**src/hw/rtl/lzhc_pkg.sv**
```systemverilog
// Package with shared constants, types and the bucket hash for the hash chain match finder.
`timescale 1ns / 1ps
package lzhc_pkg;
  localparam int NUM_BUCKETS = 251;
  localparam int MAX_CHAIN = 16;
  localparam int WINDOW_DEPTH = 32768;
  localparam int BKT_W = 8;
  localparam logic [0:0] CFG_WINDOW_SIZE = 1'd0;
  localparam logic [0:0] CFG_CHAIN_LIMIT = 1'd1;

  typedef struct packed {
    logic clr_step;
    logic load;
    logic add_chain;
    logic add_win;
    logic walk_start;
    logic chain_rd;
    logic cand_eval;
    logic win_rd;
    logic win_cmp;
    logic res_load;
  } lzhc_cmd_t;

  typedef struct packed {
    logic clr_done;
    logic is_find;
    logic short_win;
    logic walk_end;
    logic cand_skip;
    logic cand_stop;
    logic byte_ok;
    logic last_byte;
  } lzhc_sts_t;

  function automatic logic [BKT_W-1:0] bucket_of(input logic [7:0] a, input logic [7:0] b,
                                                 input logic [7:0] c);
    logic [14:0] s;
    logic [14:0] q;
    s = {1'b0, a, 6'd0} + {4'd0, b, 3'd0} + {7'd0, c};
    q = s;
    if (q >= 15'd16064) q = q - 15'd16064;
    if (q >= 15'd8032) q = q - 15'd8032;
    if (q >= 15'd4016) q = q - 15'd4016;
    if (q >= 15'd2008) q = q - 15'd2008;
    if (q >= 15'd1004) q = q - 15'd1004;
    if (q >= 15'd502) q = q - 15'd502;
    if (q >= 15'd251) q = q - 15'd251;
    return q[BKT_W-1:0];
  endfunction
endpackage

```
**src/hw/rtl/lzhc_ctrl.sv**
```systemverilog
// Controller state machine sequencing adds, finds and the chain clearing pass.
`timescale 1ns / 1ps
module lzhc_ctrl (
  input  logic                clk,
  input  logic                rst_n,
  input  logic                in_valid,
  output logic                in_ready,
  output logic                out_valid,
  input  logic                out_ready,
  output lzhc_pkg::lzhc_cmd_t cmd,
  input  lzhc_pkg::lzhc_sts_t sts
);
  typedef enum logic [3:0] {
    S_CLEAR, S_IDLE, S_ADD, S_START, S_CRD, S_CEVAL, S_WRD, S_WCMP, S_RES, S_OUT
  } state_t;
  state_t state_r, state_nxt;
  logic out_valid_r, out_valid_nxt;

  assign in_ready = (state_r == S_IDLE) && !out_valid_r;
  assign out_valid = out_valid_r;

  always_comb begin
    state_nxt = state_r;
    out_valid_nxt = out_valid_r;
    cmd = '0;
    if (out_valid_r && out_ready) out_valid_nxt = 1'b0;
    unique case (state_r)
      S_CLEAR: begin
        cmd.clr_step = 1'b1;
        if (sts.clr_done) state_nxt = S_IDLE;
      end
      S_IDLE: begin
        if (in_valid && in_ready) begin
          cmd.load = 1'b1;
          state_nxt = sts.is_find ? S_START : S_ADD;
        end
      end
      S_ADD: begin
        cmd.add_chain = 1'b1;
        cmd.add_win = 1'b1;
        state_nxt = S_IDLE;
      end
      S_START: begin
        cmd.walk_start = 1'b1;
        state_nxt = sts.short_win ? S_RES : S_CRD;
      end
      S_CRD: begin
        cmd.chain_rd = 1'b1;
        state_nxt = S_CEVAL;
      end
      S_CEVAL: begin
        cmd.cand_eval = 1'b1;
        priority if (sts.cand_stop) state_nxt = S_RES;
        else if (sts.cand_skip) state_nxt = sts.walk_end ? S_RES : S_CRD;
        else state_nxt = S_WRD;
      end
      S_WRD: begin
        cmd.win_rd = 1'b1;
        state_nxt = S_WCMP;
      end
      S_WCMP: begin
        cmd.win_cmp = 1'b1;
        priority if (!sts.byte_ok) state_nxt = sts.walk_end ? S_RES : S_CRD;
        else if (sts.last_byte) state_nxt = S_RES;
        else state_nxt = S_WRD;
      end
      S_RES: begin
        cmd.res_load = 1'b1;
        state_nxt = S_OUT;
      end
      S_OUT: begin
        if (!out_valid_r) begin
          out_valid_nxt = 1'b1;
          state_nxt = S_IDLE;
        end
      end
      default: state_nxt = S_IDLE;
    endcase
  end

  always_ff @(posedge clk) begin
    if (!rst_n) begin
      state_r <= S_CLEAR;
      out_valid_r <= 1'b0;
    end else begin
      state_r <= state_nxt;
      out_valid_r <= out_valid_nxt;
    end
  end

  a_out_hold: assert property (@(posedge clk) disable iff (!rst_n)
    out_valid_r && !out_ready |=> out_valid_r)
    else $error("Result item dropped while stalled.");
  a_no_accept_busy: assert property (@(posedge clk) disable iff (!rst_n)
    (state_r != S_IDLE) |-> !in_ready)
    else $error("Item accepted while busy.");
  a_clear_first: assert property (@(posedge clk) disable iff (!rst_n)
    (state_r == S_CLEAR) |-> !out_valid_r)
    else $error("Result during clearing pass.");
endmodule

```
**config.mk**
```make
export PLATFORM = sky130hd
export DESIGN_NAME = lzhc_ctrl
export DESIGN_NICKNAME = d
export VERILOG_FILES = /design/src/hw/rtl/lzhc_pkg.sv /design/src/hw/rtl/lzhc_ctrl.sv
export SDC_FILE = /design/constraint.sdc
export NUM_CORES = 1
export LEC_CHECK = 0
export BUFFER_PORTS_ARGS = -buffer_cell sky130_fd_sc_hd__buf_4
export CORE_AREA = 4 4 41 43
export DETAILED_ROUTE_END_ITERATION = 6
export DIE_AREA = 0 0 45 47
export GPL_TIMING_DRIVEN = 0
export SLEW_MARGIN = 40
export SYNTH_ARGS = -nofsm -noshare
export SYNTH_HDL_FRONTEND = slang
export SYNTH_SLANG_ARGS = --single-unit
```
**constraint.sdc**
```tcl
create_clock -name clk -period 1.99 [get_ports clk]
set_clock_uncertainty 0.1 [all_clocks]
set_input_delay 0.398 -clock clk [delete_from_list [all_inputs] [get_ports clk]]
set_output_delay 0.398 -clock clk [all_outputs]
set_load 0.1 [all_outputs]
```
Word level (Yosys, flattened, before mapping). Cells that the tools add are included.

Equality and inequality tests: 12. Mux-type cells: 24. Reduce and logical (&&, ||, !) cells: 6.

Operator list (number): 2-to-1 mux 4 bit (9); one-hot mux 4 bit (9 select lines) (1); equality test 4 x 3 -> 1 bit (second input constant) (4); 2-to-1 mux 1 bit (13); equality test 4 x 2 -> 1 bit (second input constant) (2); equality test 4 bit (second input constant) (2); equality test 4 x 1 -> 1 bit (second input constant) (1); zero test 4 bit (1); inequality test 2 bit (second input constant) (2); logical AND 1 bit (3); AND reduction 3 bit (1); 2-to-1 mux 2 bit (1); inequality test 2 x 1 -> 1 bit (second input constant) (1); zero test 1 bit (1).

Register bits: 5. Input bits: 12. Output and inout port bits: 12. Word-level logic and storage cells: 44.

Longest topological paths before layout.
Word-level depth: 5. Depth in mapped cells: 5. Depth with buffers taken out: 4.

Least setup slack after synthesis. No wires, ideal clock.

Kind: flip-flop to output port. Start point: register out_valid_r, in the netlist out_valid. End point: output port cmd[8] (netlist name). Data arrival time: 4.739 ns. Required time: 1.492 ns. Path slack: -3.247 ns. Stages on the path, launching flop included: 3. Buffers on the path: 0. Cell sequence: dfxtp_1 -> nor4_1 -> and2_1.

RTL lines: start: declaration (RTL line lzhc_ctrl.sv:17) `logic out_valid_r, out_valid_nxt;`; start signal: assignment (RTL line lzhc_ctrl.sv:87) `out_valid_r <= out_valid_nxt;`; end: declaration (RTL line lzhc_ctrl.sv:10) `output lzhc_pkg::lzhc_cmd_t cmd,`.

==> impl_metrics.py <==
metrics = {
    "critical_path": {
        "crit_buf_inv": 3,
        "endpoint_kind": "output pin",
        "worst-path-max-fanout": 7,
        "crit_path_cell_trace": "buf_6, nand2b_2, nor3_4, buf_12, buf_12",
        "start_kind": "flip-flop",
        "cp.required_ns": 1.49,
        "crit_type": "flip-flop to output pin",
        "critPathTopFamily": "simple AND/OR/NAND/NOR gates",
        "path_common_cell": "buf_12",
        "slowest_stage": "dfxtp_2",
        "critPathMaxStageDelay_ns": 0.31,
        "arrival_ns": 1.47,
    },
    "timing": {
        "period_share": 0.988,
        "max_freq_mhz": 509,
        "min_period_ns": 1.97,
        "slew_violations": 0,
        "rsz0062_at_grt": "true",
        "worstMarginPinSlew_ns": 0.278,
        "setup_violations": 0,
        "hold_viol": 0,
        "max_slew_margin": 0.815,
        "holdWs_ns": 0.309,
    },
    "cts": {
        "numCtsBuffers": 3,
        "h-tree-depth": 1,
        "clk_pin_slew_worst_paths_ns": 0.05,
        "tritoncts": "done",
        "clk_latency_ns": 0.25,
        "cts_hold_buf": 0,
        "cts_buffer_depth": 2,
        "clock-sinks": 5,
        "cts_root_buf": "clkbuf_4",
    },
    "grt": {
        "antenna_found_initial": 0,
        "grt_max_degree": 11,
        "gr-total-overflow": 0,
        "grt_pass1_vias": 519,
        "grt.total_usage": 0.141,
        "grt_pass1_wl_microns": 2210,
    },
    "layout": {
        "insertedDiodeCount": 0,
        "register_area_sq_um": 104,
        "final_nets": 101,
        "drive_above_1_share": 0.625,
        "n_fill_cell": 112,
        "syn2layout_area_growth_pct": 106,
        "multi_input_area_sq_um": 333,
        "final_area_sq_um": 843,
    },
    "power": {
        "peakVddDrop_v": 0.000534,
        "powerDensity_nw_per_um2": 878,
        "leakagePower_nw": 0.353,
    },
    "synthesis": {
        "synth_most_common_cell": "nor3_1",
        "synth_area_sq_um": 409,
        "synth_area_per_cell_sq_um": 7.31,
        "yosys-top-cells-count": "7 x nor3_1, 5 x dfxtp_1, 5 x inv_1, 5 x nor2_1",
        "syn_inst": 56,
        "synthArstFlopShare": 0,
        "synth_top_cell_area_share": 0.245,
        "ys_ff_latch": 5,
        "ys.flop_type": "dfxtp_1",
        "yosysWarnings": 0,
        "synth_seq_area_share": 0.245,
        "synth-edff-count": 0,
        "synth_largest_area_cell": "dfxtp_1",
        "ys_types": 30,
        "syn-num-nets": 68,
        "synth_area_leaders": "dfxtp_1 24%, nor3_1 8.6%, inv_1 4.6%, nor2_1 4.6%, buf_2 3.7%",
    },
    "detailed_routing": {
        "wirelength_microns": 1450,
        "antenna_left": 0,
        "wl_per_cell_microns": 14.1,
        "via_per_inst": 5.22,
        "drc": 0,
        "first_pass_iters": 5,
        "drtIter0Drc": 21,
        "num_vias": 538,
    },
    "placement": {
        "place_congestion": 0.712,
        "post_dp_cell_area_sq_um": 691,
        "portBuffers": 23,
        "dpl.hpwl_microns": 1010,
    },
    "run": {
        "max_cap_violations": 0,
    },
    "die": {
        "die_w_microns": 45,
        "placementRows": 13,
        "top_level_ports": 24,
        "die-area_sq_um": 2120,
        "coreArea_sq_um": 1300,
        "start_util": 0.314,
        "die_h_microns": 47,
    },
    "worst_hold_path": {
        "hold_class": "primary input to flip-flop",
    },
    "outcome": {
        "status": "finished clean",
    },
}
[report_power, final]
part	internal, W	switching [W]	total, W
Combinational	0.000195	0.000296	0.000491
Clock	0.0000762	0.0000477	0.000124
Sequential	0.000113	0.0000123	0.000126
[kinds of logic (layout without fill, tap and decap cells)]
logic type,after synthesis,in the layout,share of synthesized area
AO/OA/AOI/OAI,16,16,0.284
AND/OR/NAND/NOR,24,24,0.318
multiplexers,1,1,0.0245
flip-flops,5,5,0.245
buffers and inverters,10,42,0.128
[layout by cell type, fill, tap and decap left out, types with 2 or more instances in the layout]
cell type,instances
a21oi_1,2
buf_12,6
buf_4,21
buf_6,5
clkbuf_4,3
dfxtp_1,2
dfxtp_2,3
inv_1,4
nand2_1,3
nand2b_2,2
nor2_1,2
nor2_4,2
nor3_1,3
nor3_2,2
nor3_4,2
o21a_1,2
o22ai_1,2
[registers in the layout, indices dropped and copies added, names as in the netlist]
signal / flops
state_r: 4
out_valid: 1
[final cells by class]
class                           count  area share
Tap cell                           15      0.0223
Buffer                              4      0.0564
Sequential cell                     5       0.123
Timing Repair Buffer               29       0.346
Inverter                            5      0.0267
Multi-Input combinational cell     41       0.395
Clock buffer                        4      0.0312
[worst reg2reg max path, delay by kind of cell (launching register included)]
family	cells	cell delay [ns]
simple gates	1	0.53
compound gates	3	0.38
flops	1	0.31
buf+inv	2	0.28
[per-stage QoR]
stage	TNS (ns)	cells	utilization	power [W]	setup slack, ns
detailed placement	0	94	0.531	0.000528	0.0630
global placement	0	94	0.531	0.000528	0.0738
CTS	-0.0286	100	0.607	0.000697	-0.0167
finish	0	103	0.648	0.000741	0.0240
floorplan	-3.51	56	-	0.000449	-0.818
global route	-0.148	103	0.648	0.000771	-0.0414
[path summary, 6_finish.rpt]
check / from / endpoint / slack (ns) / cells after the start
min: rst_n / out_valid / 0.31 / 2
max reg2reg: state_r[0] / state_r[3] / 0.29 / 6
max: state_r[0] / cmd[7] / 0.02 / 5
min reg2reg: state_r[0] / state_r[0] / 0.45 / 2
[metal layers]
metal  vias to the layer above  part of all wire  GRT usage
met4                         0                 0     0.0351
met3                         0             0.073     0.0307
met2                        24              0.52      0.254
met1                       243              0.41      0.168
li1                        271                 -          -
met5                         -                 0          0
[repair_timing]
action,CTS,global route
resized for setup,16,8
setup endpoints to repair,9,7
pin swaps,3,1
setup buffers,3,3
Power figures use the tool's default switching activity.
